--- config.mk ---
export PLATFORM = sky130hd
export DESIGN_NAME = rpf_front
export DESIGN_NICKNAME = d
export VERILOG_FILES = /design/src/rtl/rpf_pkg.sv /design/src/rtl/rpf_front.sv
export SDC_FILE = /design/constraint.sdc
export NUM_CORES = 1
export LEC_CHECK = 0
export ABC_CLOCK_PERIOD_IN_PS = 3550
export CAP_MARGIN = 40
export CORE_UTILIZATION = 30
export DETAILED_ROUTE_END_ITERATION = 10
export DONT_BUFFER_PORTS = 1
export REMOVE_ABC_BUFFERS = 1
export SETUP_SLACK_MARGIN = 0.02
export SLEW_MARGIN = 20
export SYNTH_ARGS = -nofsm -noshare
export SYNTH_HDL_FRONTEND = slang
export SYNTH_SLANG_ARGS = --single-unit
--- constraint.sdc ---
create_clock -name vclk -period 3.55
set_clock_uncertainty 0.05 [all_clocks]
set_input_delay 0.355 -clock vclk [all_inputs]
set_output_delay 0.355 -clock vclk [all_outputs]
set_load 0.05 [all_outputs]
--- src/rtl/rpf_pkg.sv ---
// Shared types and constants for the rotated packed-pixel framebuffer.
package rpf_pkg;

  localparam int CRD_W   = 9;
  localparam int LVL_W   = 2;
  localparam int LOC_W   = 18;
  localparam int MAX_DIM = 256;

  localparam logic [CRD_W-1:0] DIM_RESET = 9'd256;

  localparam logic [7:0] MONO_MSB  = 8'h80;
  localparam logic [7:0] GRAY_MSB  = 8'hC0;
  localparam logic [7:0] BYTE_ONES = 8'hFF;

  localparam logic [LVL_W-1:0] LVL_WHITE = 2'd3;

  localparam logic [1:0] REG_WIDTH    = 2'd0;
  localparam logic [1:0] REG_HEIGHT   = 2'd1;
  localparam logic [1:0] REG_ROTATION = 2'd2;
  localparam logic [1:0] REG_GRAY     = 2'd3;

  localparam logic [1:0] ROT_NONE = 2'd0;
  localparam logic [1:0] ROT_90   = 2'd1;
  localparam logic [1:0] ROT_180  = 2'd2;
  localparam logic [1:0] ROT_270  = 2'd3;

  typedef enum logic [1:0] {
    CMD_SET  = 2'd0,
    CMD_GET  = 2'd1,
    CMD_RECT = 2'd2,
    CMD_FILL = 2'd3
  } cmd_e_t;

  typedef enum logic [2:0] {
    BK_IDLE,
    BK_PIX_RD,
    BK_PIX_WR,
    BK_FILL,
    BK_DONE
  } bk_state_t;

  typedef struct packed {
    logic [CRD_W-1:0] width;
    logic [CRD_W-1:0] height;
    logic [1:0]       rotation;
    logic             gray;
  } cfg_t;

  typedef struct packed {
    cmd_e_t           cmd;
    logic [CRD_W-1:0] x0;
    logic [CRD_W-1:0] y0;
    logic [CRD_W-1:0] x1;
    logic [CRD_W-1:0] y1;
    logic [LVL_W-1:0] level;
    logic             inb;
  } job_t;

endpackage

--- src/rtl/rpf_front.sv ---
// Front end: bounds check and rectangle clamping of incoming requests.
module rpf_front (
  input  rpf_pkg::cfg_t                 cfg,
  input  logic                          in_valid,
  output logic                          in_stall,
  input  logic [1:0]                    in_cmd,
  input  logic [rpf_pkg::CRD_W-1:0]     in_pos_x,
  input  logic [rpf_pkg::CRD_W-1:0]     in_pos_y,
  input  logic [rpf_pkg::CRD_W-1:0]     in_end_x,
  input  logic [rpf_pkg::CRD_W-1:0]     in_end_y,
  input  logic [rpf_pkg::LVL_W-1:0]     in_level,
  input  logic                          q_full,
  output logic                          push,
  output rpf_pkg::job_t                 push_job
);

  logic                      sideways;
  logic [rpf_pkg::CRD_W-1:0] eff_w;
  logic [rpf_pkg::CRD_W-1:0] eff_h;
  logic                      inb;
  rpf_pkg::cmd_e_t           cmd;

  assign sideways = (cfg.rotation == rpf_pkg::ROT_90) || (cfg.rotation == rpf_pkg::ROT_270);
  assign eff_w    = sideways ? cfg.height : cfg.width;
  assign eff_h    = sideways ? cfg.width : cfg.height;
  assign inb      = (in_pos_x < eff_w) && (in_pos_y < eff_h);
  assign cmd      = rpf_pkg::cmd_e_t'(in_cmd);

  assign in_stall = q_full;
  assign push     = in_valid && !q_full;

  always_comb begin
    push_job.cmd   = cmd;
    push_job.level = in_level;
    push_job.x0    = in_pos_x;
    push_job.y0    = in_pos_y;
    push_job.x1    = in_end_x;
    push_job.y1    = in_end_y;
    push_job.inb   = inb;
    unique case (cmd)
      rpf_pkg::CMD_RECT: begin
        push_job.x0 = (in_pos_x > eff_w) ? eff_w : in_pos_x;
        push_job.y0 = (in_pos_y > eff_h) ? eff_h : in_pos_y;
        push_job.x1 = (in_end_x > eff_w) ? eff_w : in_end_x;
        push_job.y1 = (in_end_y > eff_h) ? eff_h : in_end_y;
      end
      rpf_pkg::CMD_FILL: begin
        push_job.inb = 1'b1;
      end
      default: begin
      end
    endcase
  end

endmodule

==> summary.txt <==
Run status
  – Status: finished clean

Clocking
  – Hold Buf Count CTS: 0
  – Post-cts resize count: 0
  – Postcts setup bufs: 0

Run
  – Max_cap viols: 0

Floorplanning
  – Num ports: 106
  – Initial Util: 32.18%
  – Die Ht: 74.35 um
  – Die area: 5527 sq um
  – Total core area: 4880 sq um
  – Die width: 74.35 um
  – # rows: 25

Finish
  – Antenna Cells: 0
  – Multi-input gate area: 1431 sq um
  – Layout Cell Area excl Fill: 1605 sq um
  – FF+latch area: 0 sq um
  – Final core utilization: 32.90%
  – # nets final: 269
  – Layout clock buffer count: 0
  – Sequential cells: 0
  – Layout area overhead: 2.231%
  – Fraction of layout cells with a size suffix above 1: 37.50%
  – Fill cell count: 547

Synth
  – Xor/xnor share of the synthesized area: 0%
  – Largest family of logic cells by synthesized area: multiplexers
  – Yosys cell types: 23
  – Synth Area in Adders: 28.69%
  – Post-synthesis instance total: 176
  – Yosys warns: 0
  – Sequential-to-total area share from yosys stat: 0%
  – Synth area leaders: mux2_2 39%, ha_1 29%, inv_1 5.3%
  – Share of the synthesized area in the top cell type: 38.73%
  – Top cells by count, synth: 54 x mux2_2, 36 x ha_1, 22 x inv_1, 10 x a21oi_1
  – Area leader, netlist: mux2_2
  – Cell Area, Synth: 1570 sq um
  – Compound-Gate Fraction of Synth Area: 15.14%
  – Avg Cell Area, Syn: 8.922 sq um
  – Most numerous cell in the Yosys netlist: mux2_2
  – Multiplexer area fraction after synthesis: 38.73%
  – Synth Area in Simple Gates: 8.606%

Drt
  – Iter 0 DRT Violations: 24
  – Post-DRT Antenna Nets: 0
  – DRC Markers: 0
  – DR pass1 iterations: 4
  – DR vias: 1263
  – WL/cell: 16.75 um
  – Vias/cell: 5.374
  – Routed wire length: 3937 um

GRT
  – GRT Total Usage: 13.53%
  – Grt met2 use: 22.73%
  – Met3 Resource Use GR: 2.981%
  – Busiest grt layer: met2
  – Vias in the first global route: 1228
  – Initial antenna violation count: 0
  – Largest net degree at the start of global routing: 19
  – GR met1 Demand/Resource: 18.84%
  – First-pass GRT wire length: 5823 um
  – Total congestion overflow: 0

Place
  – Pre-CTS setup slack: 0.5602 ns
  – IO buf count: 0
  – Placement Cell Area: 1605 sq um
  – Gpl congestion: 0.7535
  – Half-perimeter wire length after placement: 3542 um

Worst hold path
  – Hold Crit Class: input pin to primary output

Timing
  – Fin Hold WS: 0.6600 ns
  – Tmin final: 2.998 ns
  – Unrepaired setup endpoints after global routing: no
  – Final hold violation count: 0
  – Worst rel slew slack: 60.77%
  – Worst-Margin Slew: 0.5866 ns
  – Final slew viol count: 0
  – Fmax: 0.3336 GHz
  – Setup_tns: 0 ns
  – Finish-stage setup viols: 0
  – Tcrit/Tclk final: 84.45%
  – Final worst slack: 0.5520 ns

Setup path
  – CP Max Fanout: 18
  – CP startpoint kind: input pin
  – Critical path capture point type: primary output
  – Crit Path Category: input pin to primary output
  – Required @ worst endpoint: 3.14 ns
  – Data arrival time of the critical path: 2.59 ns

Pwr
  – Clock share of power: 0%
  – Static leakage: 0.7033 nW
  – Reg power frac: 0%
  – Sw frac: 69.13%
  – Pwr dens: 213.9 nW/um^2
  – Internal cell power: 0.1060 mW
  – Logic pwr share: 100.0%
  – NetSw: 0.2374 mW
  – Peak VDD IR: 0.08277 mV
[power by group through the flow]
stage / Sequential (mW) / Combinational, mW / Clock [mW]
after floorplan: 0 / 0.307 / 0
after global placement: 0 / 0.341 / 0
after detailed placement: 0 / 0.344 / 0
after CTS: 0 / 0.346 / 0
after global routing: 0 / 0.373 / 0
final: 0 / 0.343 / 0
[routing by layer]
metal	routed length, um	part of all wire [%]
met5	0	0
met4	0	0
met3	362	9.2
met2	1733	44
met1	1842	47
[kinds of logic after synthesis]
group,after synthesis
muxes,54
and+or+nand+nor,26
AOI/OAI and AO/OA,29
buffers and inverters,31
adders and majority gates,36
[cells in the final DEF (no fill, tap or decap), types with 3 or more instances in the layout]
cell,count
mux2_2,54
o21ai_0,6
nor2_1,8
nand4_1,8
a21oi_1,10
inv_1,22
ha_1,36
nor3_1,3
[metrics by stage]
stage	std cells	total power, mW
after floorplan	167	0.3067
after global placement	234	0.3407
after detailed placement	235	0.3443
after CTS	235	0.3465
after global routing	235	0.3735
final	235	0.3434
[final timing paths]
kind / start / endpoint / slack, ns / cells past startpoint
max: cfg[1] / push_job[22] / 0.55 / 8
min: in_cmd[0] / push_job[39] / 0.66 / 0
[worst max-delay path, cell delays in order]
cell,delay (ns)
mux2_2,0.22
inv_1,0.06
ha_1,0.31
nand4_1,0.17
nor3_1,0.30
a2111oi_2,0.11
a211oi_4,0.53
mux2_2,0.53
[cell type report]
type | count | share of cell area (%)
Inverter | 22 | 5.144
Tap cell | 67 | 5.222
Multi-Input combinational cell | 145 | 89.17
Timing Repair Buffer | 1 | 0.4677
No activity file was read; power rests on OpenSTA's default activity.
