**src/rtl/rpf_pkg.sv**
```systemverilog
// Shared types and constants for the rotated packed-pixel framebuffer.
package rpf_pkg;

  localparam int CRD_W   = 9;
  localparam int LVL_W   = 2;
  localparam int LOC_W   = 18;
  localparam int MAX_DIM = 256;

  localparam logic [CRD_W-1:0] DIM_RESET = 9'd256;

  localparam logic [7:0] MONO_MSB  = 8'h80;
  localparam logic [7:0] GRAY_MSB  = 8'hC0;
  localparam logic [7:0] BYTE_ONES = 8'hFF;

  localparam logic [LVL_W-1:0] LVL_WHITE = 2'd3;

  localparam logic [1:0] REG_WIDTH    = 2'd0;
  localparam logic [1:0] REG_HEIGHT   = 2'd1;
  localparam logic [1:0] REG_ROTATION = 2'd2;
  localparam logic [1:0] REG_GRAY     = 2'd3;

  localparam logic [1:0] ROT_NONE = 2'd0;
  localparam logic [1:0] ROT_90   = 2'd1;
  localparam logic [1:0] ROT_180  = 2'd2;
  localparam logic [1:0] ROT_270  = 2'd3;

  typedef enum logic [1:0] {
    CMD_SET  = 2'd0,
    CMD_GET  = 2'd1,
    CMD_RECT = 2'd2,
    CMD_FILL = 2'd3
  } cmd_e_t;

  typedef enum logic [2:0] {
    BK_IDLE,
    BK_PIX_RD,
    BK_PIX_WR,
    BK_FILL,
    BK_DONE
  } bk_state_t;

  typedef struct packed {
    logic [CRD_W-1:0] width;
    logic [CRD_W-1:0] height;
    logic [1:0]       rotation;
    logic             gray;
  } cfg_t;

  typedef struct packed {
    cmd_e_t           cmd;
    logic [CRD_W-1:0] x0;
    logic [CRD_W-1:0] y0;
    logic [CRD_W-1:0] x1;
    logic [CRD_W-1:0] y1;
    logic [LVL_W-1:0] level;
    logic             inb;
  } job_t;

endpackage

```
**src/rtl/rpf_queue.sv**
```systemverilog
// Two-entry request queue between front and back ends.
module rpf_queue (
  input  logic          clk,
  input  logic          rst_n,
  input  logic          push,
  input  rpf_pkg::job_t push_job,
  output logic          full,
  input  logic          pop,
  output logic          q_valid,
  output rpf_pkg::job_t q_job
);

  rpf_pkg::job_t ent_r [2];
  logic          wr_ptr_r, wr_ptr_nxt;
  logic          rd_ptr_r, rd_ptr_nxt;
  logic [1:0]    cnt_r, cnt_nxt;
  logic          do_pop;

  assign full    = (cnt_r == 2'd2);
  assign q_valid = (cnt_r != 2'd0);
  assign q_job   = ent_r[rd_ptr_r];
  assign do_pop  = pop && q_valid;

  always_comb begin
    wr_ptr_nxt = push ? ~wr_ptr_r : wr_ptr_r;
    rd_ptr_nxt = do_pop ? ~rd_ptr_r : rd_ptr_r;
    cnt_nxt    = cnt_r + {1'b0, push} - {1'b0, do_pop};
  end

  always_ff @(posedge clk) begin
    if (!rst_n) begin
      wr_ptr_r <= 1'b0;
      rd_ptr_r <= 1'b0;
      cnt_r    <= 2'd0;
    end else begin
      wr_ptr_r <= wr_ptr_nxt;
      rd_ptr_r <= rd_ptr_nxt;
      cnt_r    <= cnt_nxt;
    end
  end

  always_ff @(posedge clk) begin
    if (push) begin
      ent_r[wr_ptr_r] <= push_job;
    end
  end

endmodule

```
**config.mk**
```make
export PLATFORM = sky130hd
export DESIGN_NAME = rpf_queue
export DESIGN_NICKNAME = d
export VERILOG_FILES = /design/src/rtl/rpf_pkg.sv /design/src/rtl/rpf_queue.sv
export SDC_FILE = /design/constraint.sdc
export NUM_CORES = 1
export LEC_CHECK = 0
export ABC_AREA = 1
export BUFFER_PORTS_ARGS = -buffer_cell sky130_fd_sc_hd__buf_2
export CORE_ASPECT_RATIO = 1.1
export CORE_MARGIN = 8
export CORE_UTILIZATION = 52
export DETAILED_ROUTE_END_ITERATION = 7
export PLACE_DENSITY = 0.82
export SYNTH_ARGS = -nofsm -noshare
export SYNTH_HDL_FRONTEND = slang
export SYNTH_SLANG_ARGS = --single-unit
```
**constraint.sdc**
```tcl
create_clock -name clk -period 6.4 [get_ports clk]
set_input_delay 1.28 -clock clk [delete_from_list [all_inputs] [get_ports clk]]
set_output_delay 1.28 -clock clk [all_outputs]
set_load 0.03 [all_outputs]
```
==> reports/results.tsv, run 1 <==
metric	value	unit
register area share after synthesis	75.3	%
initial antenna violation count	0	
Rows	31	
DRT antenna net count	0	
diode count	0	
Cell Pwr Density	353	nW/um2
RSZ-0062 raised after global routing	false	
Storage cell area	2560	um2
Vias/cell	4.83	
H-tree depth	3	
Worst setup EP type	output pin	
Layout area overhead	18.8	%
cell taking the most area after synthesis	edfxtp_1	
Max IR drop VDD	245	uV
startpoint types	register	
Largest stage delay, worst path	580	ps
iteration count of the initial detailed-routing pass	4	
die area	9390	um2
post-synthesis register bit count	87	
number of synthesized flops with an enable pin	82	
Arr. time, crit path	1830	ps
Hold Fails Final Rpt	0	
post-CTS setup buffers	0	
Routed WL	5.55	mm
Final #Nets	305	
clk_skew	9.58	ps
Netlist cell types	12	
Post-route DRC	0	
port buffer count	87	
Skew-Pair Late Insertion Delay	340	ps
setup TNS	0	ps
first-pass GRT wire length	8.58	mm
DP HPWL	3.91	mm
Async SR Flop Fraction	0	%
hold crit path type	reg2reg	
gr ovfl total	0	
Crit-path slowest cell	buf_4	
core region area	6480	um2
Worst-path clk slew	80	ps
Final Cell Area	4040	um2
largest cells by area after synthesis	edfxtp_1 (72%), mux2_4 (18%), dfxtp_1 (2.9%)	
Commonest cells post-synth	edfxtp_1 (82), mux2_4 (40), nor2_1 (10)	
fin crit period	3110	ps
Clock Tree Buf Depth	2	
Worst Max-Slew Pin Slew	1160	ps
setup ws final	3290	ps
Crit Path Category	reg2out	
pin count of the biggest net entering global routing	42	
area share of the largest cell type after synthesis	72.4	%
Root Driver	clkbuf_8	
count leader, synth	edfxtp_1	
Die H	101	um
Slew HR	22.7	%
chip width	93.1	um
post-DR wirelength/cell	16.1	um
placed inst area	3870	um2
Mapped Nets	211	
final period utilization	48.5	%
warnings from Yosys	0	
CTS Buf Count	9	
Resized Gates After CTS	0	
Initial DRC Count	70	
Layout fillers	467	
Power Total	1.43	mW
multi-input logic area	727	um2
critical path, cell by cell	buf_4 > mux2_2 > buf_2	
Place WS	3630	ps
max frequency	322	MHz
cts-stage hold buffer count	0	
clock sinks	87	
number of global-route vias before repair	1804	
vias	1662	
fin. max-slew vios	0	
gate count after technology mapping	164	
# Max-Cap Violations	0	
outcome	complete, no violations	
CTS tree	built	
Total GRT Usage	12.1	%
Syn Area/Cell	20.8	um2
Primary FF master, synth	edfxtp_1	
Worst Path Required	5120	ps
reported leakage power	1.64	nW
proportion of layout cells with a drive suffix above 1	55.0	%
Mapped Area	3400	um2
CP max FO	41	
I/O pins	88	
Starting Density	52.5	%
# setup viols final	0	
gpl congestion	0.705	
where the power goes:
part	total (mW)	switching, mW	leakage (nW)	internal [mW]
registers	0.677	0.0127	0.811	0.665
logic	0.409	0.246	0.745	0.163
clock network	0.342	0.167	0.0872	0.175
sequential cells by signal, indices dropped and copies added (netlist names), named ones only:
register and count:
rd_ptr_r 1, wr_ptr_r 1, cnt_r 2, ent_r 82
final timing paths:
path	slack, ps	depth (start not counted)	endpoint	from
max	3290	3	q_job[40]	register
min	520	2	rd_ptr_r$_SDFFE_PN0P_	rd_ptr_r$_SDFFE_PN0P_
min reg2reg	520	2	rd_ptr_r$_SDFFE_PN0P_	rd_ptr_r$_SDFFE_PN0P_
max reg2reg	4760	1	ent_r[0][33]$_DFFE_PP_	wr_ptr_r$_SDFFE_PN0P_
per-stage QoR:
| stage | util [%] | hold WS [ps] | instances |
|---|---|---|---|
| CTS | 62.4 | 517 | 344 |
| global route | 62.4 | 559 | 344 |
| detailed placement | 59.7 | 492 | 329 |
| finish | 62.4 | 520 | 344 |
| floorplan | - | 467 | 164 |
| global placement | 59.7 | 486 | 329 |
logic make-up after synthesis:
group | count (synthesis) | synth area share, %
multiplexers | 41 | 18.0
buffers and inverters | 13 | 3.57
AND/OR/NAND/NOR | 20 | 2.28
flip-flops | 87 | 75.3
adder cells (fa/ha/maj) | 2 | 0.735
AO/OA/AOI/OAI | 1 | 0.147
area by class of cell:
class	count	share of cell area (%)
clock inverters	5	1.24
repair buffers	88	11.0
multi-input cells	64	18.0
flip-flops and latches	87	63.4
inverters	8	0.743
well taps	82	2.54
clock buffers	10	3.16
cell usage in the layout, fill, tap and decap left out, types with 2 or more instances in the layout:
| cell | instances |
|---|---|
| inv_1 | 7 |
| nand3_1 | 2 |
| buf_2 | 87 |
| ha_1 | 2 |
| nor2_1 | 9 |
| clkinv_1 | 2 |
| mux2_4 | 40 |
| edfxtp_1 | 82 |
| clkbuf_8 | 9 |
| nand2_1 | 8 |
| dfxtp_1 | 4 |
critical path: cells and delay by family, from the launching register on:
kind	cells	cell delay [ps]
multiplexers	1	410
flip-flops	1	310
buffers and inverters	2	760
metal layers:
metal	GRT usage, %	routed length, um	part of all wire (%)
met5	0	0	0
met4	6.33	68	1.2
met3	3.95	340	6.1
met2	21.4	3050	55
met1	12.4	2090	38
Note: power is estimated with default switching activity, not from simulation.
==> run 2: changes to the inputs <==
- ABC_AREA: 1 -> 0
- CORE_UTILIZATION: 52 -> 47
- PLACE_DENSITY: 0.82 -> 0.78
- clock period: 6.4 -> 2.7 ns (I/O delays scaled with it)
==> run 2 against run 1 <==
Compared with the run above: setup slack worse by 2700 ps; worst hold slack got worse by 140 ps; synthesized area rose by 0.18%; critical path type unchanged.
==> reports/results.tsv, run 2 <==
metric	value	unit	change
Total GRT Usage	10.9	%	-1.2 points
gr ovfl total	0		unchanged
cts-stage hold buffer count	0		unchanged
post-synthesis compound-gate area fraction	0.440	%	+0.29 points
post-DR wirelength/cell	16.4	um	+1.7%
diode count	0		unchanged
I/O pins	88		unchanged
R2R cell count	6		+5
Post-Synth Adder-Cell Area	0.734	%	-0.0013 points
proportion of layout cells with a drive suffix above 1	59.5	%	+4.6 points
Layout area overhead	20.7	%	
Non-Filler Instances	337		-2.0%
Final Util	58.7	%	-3.7 points
cell taking the most area after synthesis	edfxtp_1		
Hold WS	384	ps	-135 ps
max frequency	481	MHz	
number of global-route vias before repair	1757		-2.6%
initial antenna violation count	0		unchanged
setup TNS	0	ps	unchanged
Rows	32		+3.2%
Mapped Area	3410	um2	+0.18%
iteration count of the initial detailed-routing pass	4		unchanged
fin. max-slew vios	0		unchanged
Primary FF master, synth	edfxtp_1		
DRT antenna net count	0		unchanged
Syn Area/Cell	22.6	um2	+8.8%
pin count of the biggest net entering global routing	43		+2.4%
# Max-Cap Violations	0		unchanged
CTS Buf Count	9		unchanged
clock sinks	87		unchanged
chip width	97.2	um	+4.4%
worst hold stages	1		-1
Worst Max-Slew Pin Slew	554	ps	-602 ps
count leader, synth	edfxtp_1		
Clock Tree Buf Depth	2		unchanged
hold crit path type	in2reg		
largest family of logic cells by synthesized area	multiplexers		
post-synthesis mux area share	18.5	%	+0.55 points
fin crit period	2080	ps	
CTS tree	built		
Final #Nets	294		-3.6%
final period utilization	77.0	%	
startpoint types	register		
Async SR Flop Fraction	0	%	unchanged
DP HPWL	3.95	mm	+1.0%
outcome	complete, no violations		
Crit Path Category	reg2out		
CP max FO	41		unchanged
Routed WL	5.53	mm	-0.38%
Vias/cell	4.87		+0.85%
Cell Pwr Density	845	nW/um2	+140%
Netlist cell types	16		+4
Largest regs	ent_r x82, cnt_r x2		
Root Driver	clkbuf_8		
Die H	105	um	+4.4%
Worst-path clk slew	80	ps	about the same
die area	10200	um2	+9.0%
vias	1642		-1.2%
Synth Area in XOR/XNOR	0.661	%	+0.66 points
simple-gate share of the synthesized area	1.58	%	-0.70 points
clk_skew	5.06	ps	-4.52 ps
port buffer count	87		unchanged
gpl congestion	0.651		-7.7%
Skew-Pair Late Insertion Delay	340	ps	about the same
most frequent cells in the layout	buf_2 (87), edfxtp_1 (82), mux2_4 (40), clkbuf_8 (9)		
Commonest cells post-synth	edfxtp_1 (82), mux2_4 (40), dfxtp_1 (5)		
post-CTS setup buffers	0		unchanged
Slew HR	63.1	%	+40 points
first-pass GRT wire length	8.74	mm	+1.9%
Worst Path Required	2160	ps	-2960 ps
Worst setup EP type	output pin		
largest cells by area after synthesis	edfxtp_1 (72%), mux2_4 (18%), dfxtp_1 (2.9%)		
Resized Gates After CTS	0		unchanged
max FFs per register	82		unchanged
core region area	7010	um2	+8.2%
number of synthesized flops with an enable pin	82		unchanged
Post-Place Cells	321		-2.4%
RSZ-0062 raised after global routing	false		
Arr. time, crit path	1540	ps	-290 ps
commonest non-fill, non-tap cell in the layout	buf_2		
register area share after synthesis	75.2	%	-0.14 points
H-tree depth	3		unchanged
post-synthesis register bit count	87		unchanged
gate count after technology mapping	151		-7.9%
warnings from Yosys	0		unchanged
Largest Register	ent_r		
reported leakage power	1.63	nW	-0.74%
# setup viols final	0		unchanged
area share of the largest cell type after synthesis	72.2	%	-0.13 points
Starting Density	48.7	%	-3.9 points
Max IR drop VDD	718	uV	+190%
Mapped Nets	198		-6.2%
Post-route DRC	0		unchanged
Initial DRC Count	56		-20%
Hold Fails Final Rpt	0		unchanged
==> run 2: changes by cell type in the layout (fill, tap and decap cells not counted), sizes merged, moves of 3 or more <==
cell      previous run  this run
nor2                10         0
nand2                8         1
inv                  8         3
nor2b                0         4
clkinvlp             1         4
==> run 2: path summary, 6_finish.rpt <==
kind	start	end	slack [ps]
setup / recovery	register	q_job[40]	620
hold / removal	push_job[27]	ent_r[0][27]$_DFFE_PP_	380
setup reg to reg	cnt_r[1]$_SDFF_PN0_	cnt_r[1]$_SDFF_PN0_	1250
hold reg to reg	rd_ptr_r$_SDFFE_PN0P_	register	480
==> run 2: routing by layer <==
metal	share of wire, %	wire [um]	global-route usage, %
met2	51	2820	18.2
met3	6.4	356	3.72
met4	2.9	158	7.69
met5	0	0	0
met1	40	2190	11.5
==> run 2: where the power goes <==
part	internal (mW)	switching (mW)	total, mW	leakage, nW
clock	0.426	0.432	0.858	0.0855
combinational	0.438	0.574	1.01	0.735
sequential	1.57	0.0353	1.61	0.811
total	2.44	1.04	3.48	1.63
==> run 2: critical path: stages, from the launching register on <==
cell     delay [ps]
dfxtp_2         340
buf_12          280
mux2_2          370
buf_2           170
==> run 2: layout make-up <==
cell class | instances | area, um2
repair buffers | 90 | 483
fillers | 543 | 2890
flip-flops and latches | 87 | 2560
multi-input cells | 57 | 757
well taps | 85 | 106
inverters | 2 | 7.51
clock buffers | 9 | 124
clock inverters | 7 | 72.6
==> run 2: kinds of logic after synthesis <==
logic type / count (synthesis)
buf+inv: 7
mux: 43
simple gates: 9
fa+ha+maj: 2
compound gates: 2
xor+xnor: 1
flops: 87
==> run 2: metrics by stage <==
| step | power [mW] | instance area (um2) | setup WS [ps] |
|---|---|---|---|
| after floorplan | 2.49 | 3410 | 628 |
| after global placement | 2.65 | 3920 | 987 |
| after detailed placement | 2.67 | 3920 | 988 |
| after CTS | 3.52 | 4110 | 600 |
| after global routing | 3.63 | 4110 | 567 |
| final | 3.48 | 4110 | 620 |
==> run 3: changes to the inputs <==
- clock period: 2.7 -> 1.9 ns (I/O delays scaled with it)
==> run 3 against run 2 <==
Compared with the run above: final cell count rose by 0.59%; critical path depth did not move; register-to-register slack got worse by 790 ps; count of clock-buffer cells in the layout did not move; clock power rose by 61%; cell area rose by 2.3%; critical path type unchanged; largest power group unchanged.
==> reports/results.tsv, run 3 (synthesis gave the netlist of run 2 again) <==
metric	value	unit	change
Hold Fails Final Rpt	0		unchanged
die area	10200	um2	unchanged
iteration count of the initial detailed-routing pass	3		-1
fin. max-slew vios	0		unchanged
vias	1631		-0.67%
Largest regs	ent_r x82, cnt_r x2		
Non-Filler Instances	339		+0.59%
DRT antenna net count	0		unchanged
Pint	3.67	mW	+51%
port buffer count	87		unchanged
core region area	7010	um2	unchanged
pin count of the biggest net entering global routing	43		unchanged
initial antenna violation count	0		unchanged
setup ws final	66.4	ps	-554 ps
H-tree depth	3		unchanged
Vias/cell	4.81		-1.3%
Cell Pwr Density	1240	nW/um2	+46%
gr ovfl total	0		unchanged
Root Driver	clkbuf_8		
CTS Buf Count	9		unchanged
Final #Nets	296		+0.68%
most frequent cells in the layout	buf_2 (86), edfxtp_1 (82), mux2_4 (40), clkbuf_8 (9), dfxtp_1 (4)		
Starting Density	48.7	%	unchanged
Power Total	5.20	mW	+50%
Flop pwr share	44.2	%	-2.0 points
Post-route DRC	0		unchanged
final period utilization	96.5	%	
startpoint types	register		
Worst Max-Slew Pin Slew	240	ps	-314 ps
Place WS	339	ps	-649 ps
reported leakage power	1.68	nW	+2.7%
Max IR drop VDD	683	uV	-4.9%
Switching Fraction	29.5	%	-0.43 points
Crit Path Category	reg2out		
Post-Place Cells	321		unchanged
gpl congestion	0.636		-2.2%
CP max FO	20		-51%
number of global-route vias before repair	1712		-2.6%
clk_skew	4.96	ps	-0.101 ps
Total GRT Usage	11.3	%	+0.35 points
Layout area overhead	23.4	%	
first-pass GRT wire length	9.04	mm	+3.5%
Arr. time, crit path	1450	ps	-90 ps
Crit-path slowest cell	dfxtp_4		
max FFs per register	82		unchanged
# setup viols final	0		unchanged
Final Cell Area	4210	um2	+2.3%
Initial DRC Count	69		+23%
Slew HR	84.0	%	+21 points
Largest stage delay, worst path	410	ps	+40 ps
post-DR wirelength/cell	17.5	um	+6.7%
outcome	complete, no violations		
fin crit period	1830	ps	
Routed WL	5.94	mm	+7.4%
P_sw	1.54	mW	+47%
placed inst area	3930	um2	+0.32%
Die H	105	um	unchanged
commonest non-fill, non-tap cell in the layout	buf_2		
CP delay by family, top	flip-flops		
clock sinks	87		unchanged
DP HPWL	3.92	mm	-0.89%
chip width	97.2	um	unchanged
diode count	0		unchanged
Buf/Inv on CP	2		unchanged
I/O pins	88		unchanged
CTS tree	built		
Worst-path clk slew	90	ps	about the same
# Max-Cap Violations	0		unchanged
Comb power frac	29.3	%	+0.2 points
Largest Register	ent_r		
Rows	32		unchanged
Worst Path Required	1520	ps	-640 ps
critical path, cell by cell	buf_16 > mux2_4 > buf_2		
hold crit path type	in2reg		
Clock Tree Buf Depth	2		unchanged
Clock power frac	26.5	%	+1.8 points
max frequency	545	MHz	
proportion of layout cells with a drive suffix above 1	60.2	%	+0.71 points
Skew-Pair Late Insertion Delay	340	ps	about the same
Worst setup EP type	output pin		
RSZ-0062 raised after global routing	true		
[run 3: cell types whose count changed in the layout (fill, tap and decap cells not counted), sizes merged]
| cell | previous run | this run |
|---|---|---|
| clkbuf | 9 | 10 |
| buf | 90 | 91 |
| bufinv | 1 | 2 |
| clkinvlp | 4 | 3 |
[run 3: layer usage]
layer  vias to the layer above  part of all wire, %  global-route usage [%]
met5                         -                    0                       0
met4                         0                  2.1                    6.83
met3                        10                  6.1                    3.66
met2                        51                   50                    18.2
met1                       789                   42                    12.9
li1                        781                    -                       -
[run 3: area by class of cell]
cell class              count  area (um2)
repair buffers             92         551
fillers                   527        2800
well taps                  85         106
flip-flops and latches     87        2570
multi-input cells          57         757
clock inverters             7        96.3
inverters                   2        7.51
clock buffers               9         124
[run 3: metrics by stage]
| stage | hold slack [ps] | setup TNS, ps | util, % |
|---|---|---|---|
| finish | 221 | 0 | 60.1 |
| global route | 194 | -11.4 | 60.1 |
| CTS | 201 | 0 | 59.7 |
| detailed placement | 464 | 0 | 56.1 |
| global placement | 461 | 0 | 56.1 |
| floorplan | 452 | 0 | - |
[run 3: worst paths after layout]
check / from / end / slack, ps / cells past startpoint
worst min register to register: rd_ptr_r$_SDFFE_PN0P_ / register / 480 / 2
worst min-delay path: push_job[6] / ent_r[0][6]$_DFFE_PP_ / 220 / 1
worst max-delay path: register / q_job[36] / 70 / 3
worst max register to register: cnt_r[1]$_SDFF_PN0_ / cnt_r[1]$_SDFF_PN0_ / 460 / 6
[run 3: worst register-to-register path: cells and delay by family, from the launching register on]
kind            cells  cell delay (ps)
fa+ha+maj           2              420
flops               1              350
compound gates      1              250
xor+xnor            1              210
simple gates        1              100
buf+inv             1               50
[run 3: power groups by stage]
stage / registers [mW] / logic [mW] / clock network (mW)
floorplan: 2.31 / 1.22 / 0
global placement: 2.32 / 1.45 / 0
detailed placement: 2.33 / 1.47 / 0
CTS: 2.30 / 1.51 / 1.41
global route: 2.32 / 1.61 / 1.50
finish: 2.30 / 1.52 / 1.38
[run 3: what timing repair did]
item                       in CTS  in global routing
gates cloned                    1                  1
resized for setup               2                  2
hold buffers                    0                  0
setup endpoints to repair      27                  1
setup buffers                   0                  0
pin swaps                       0                  0
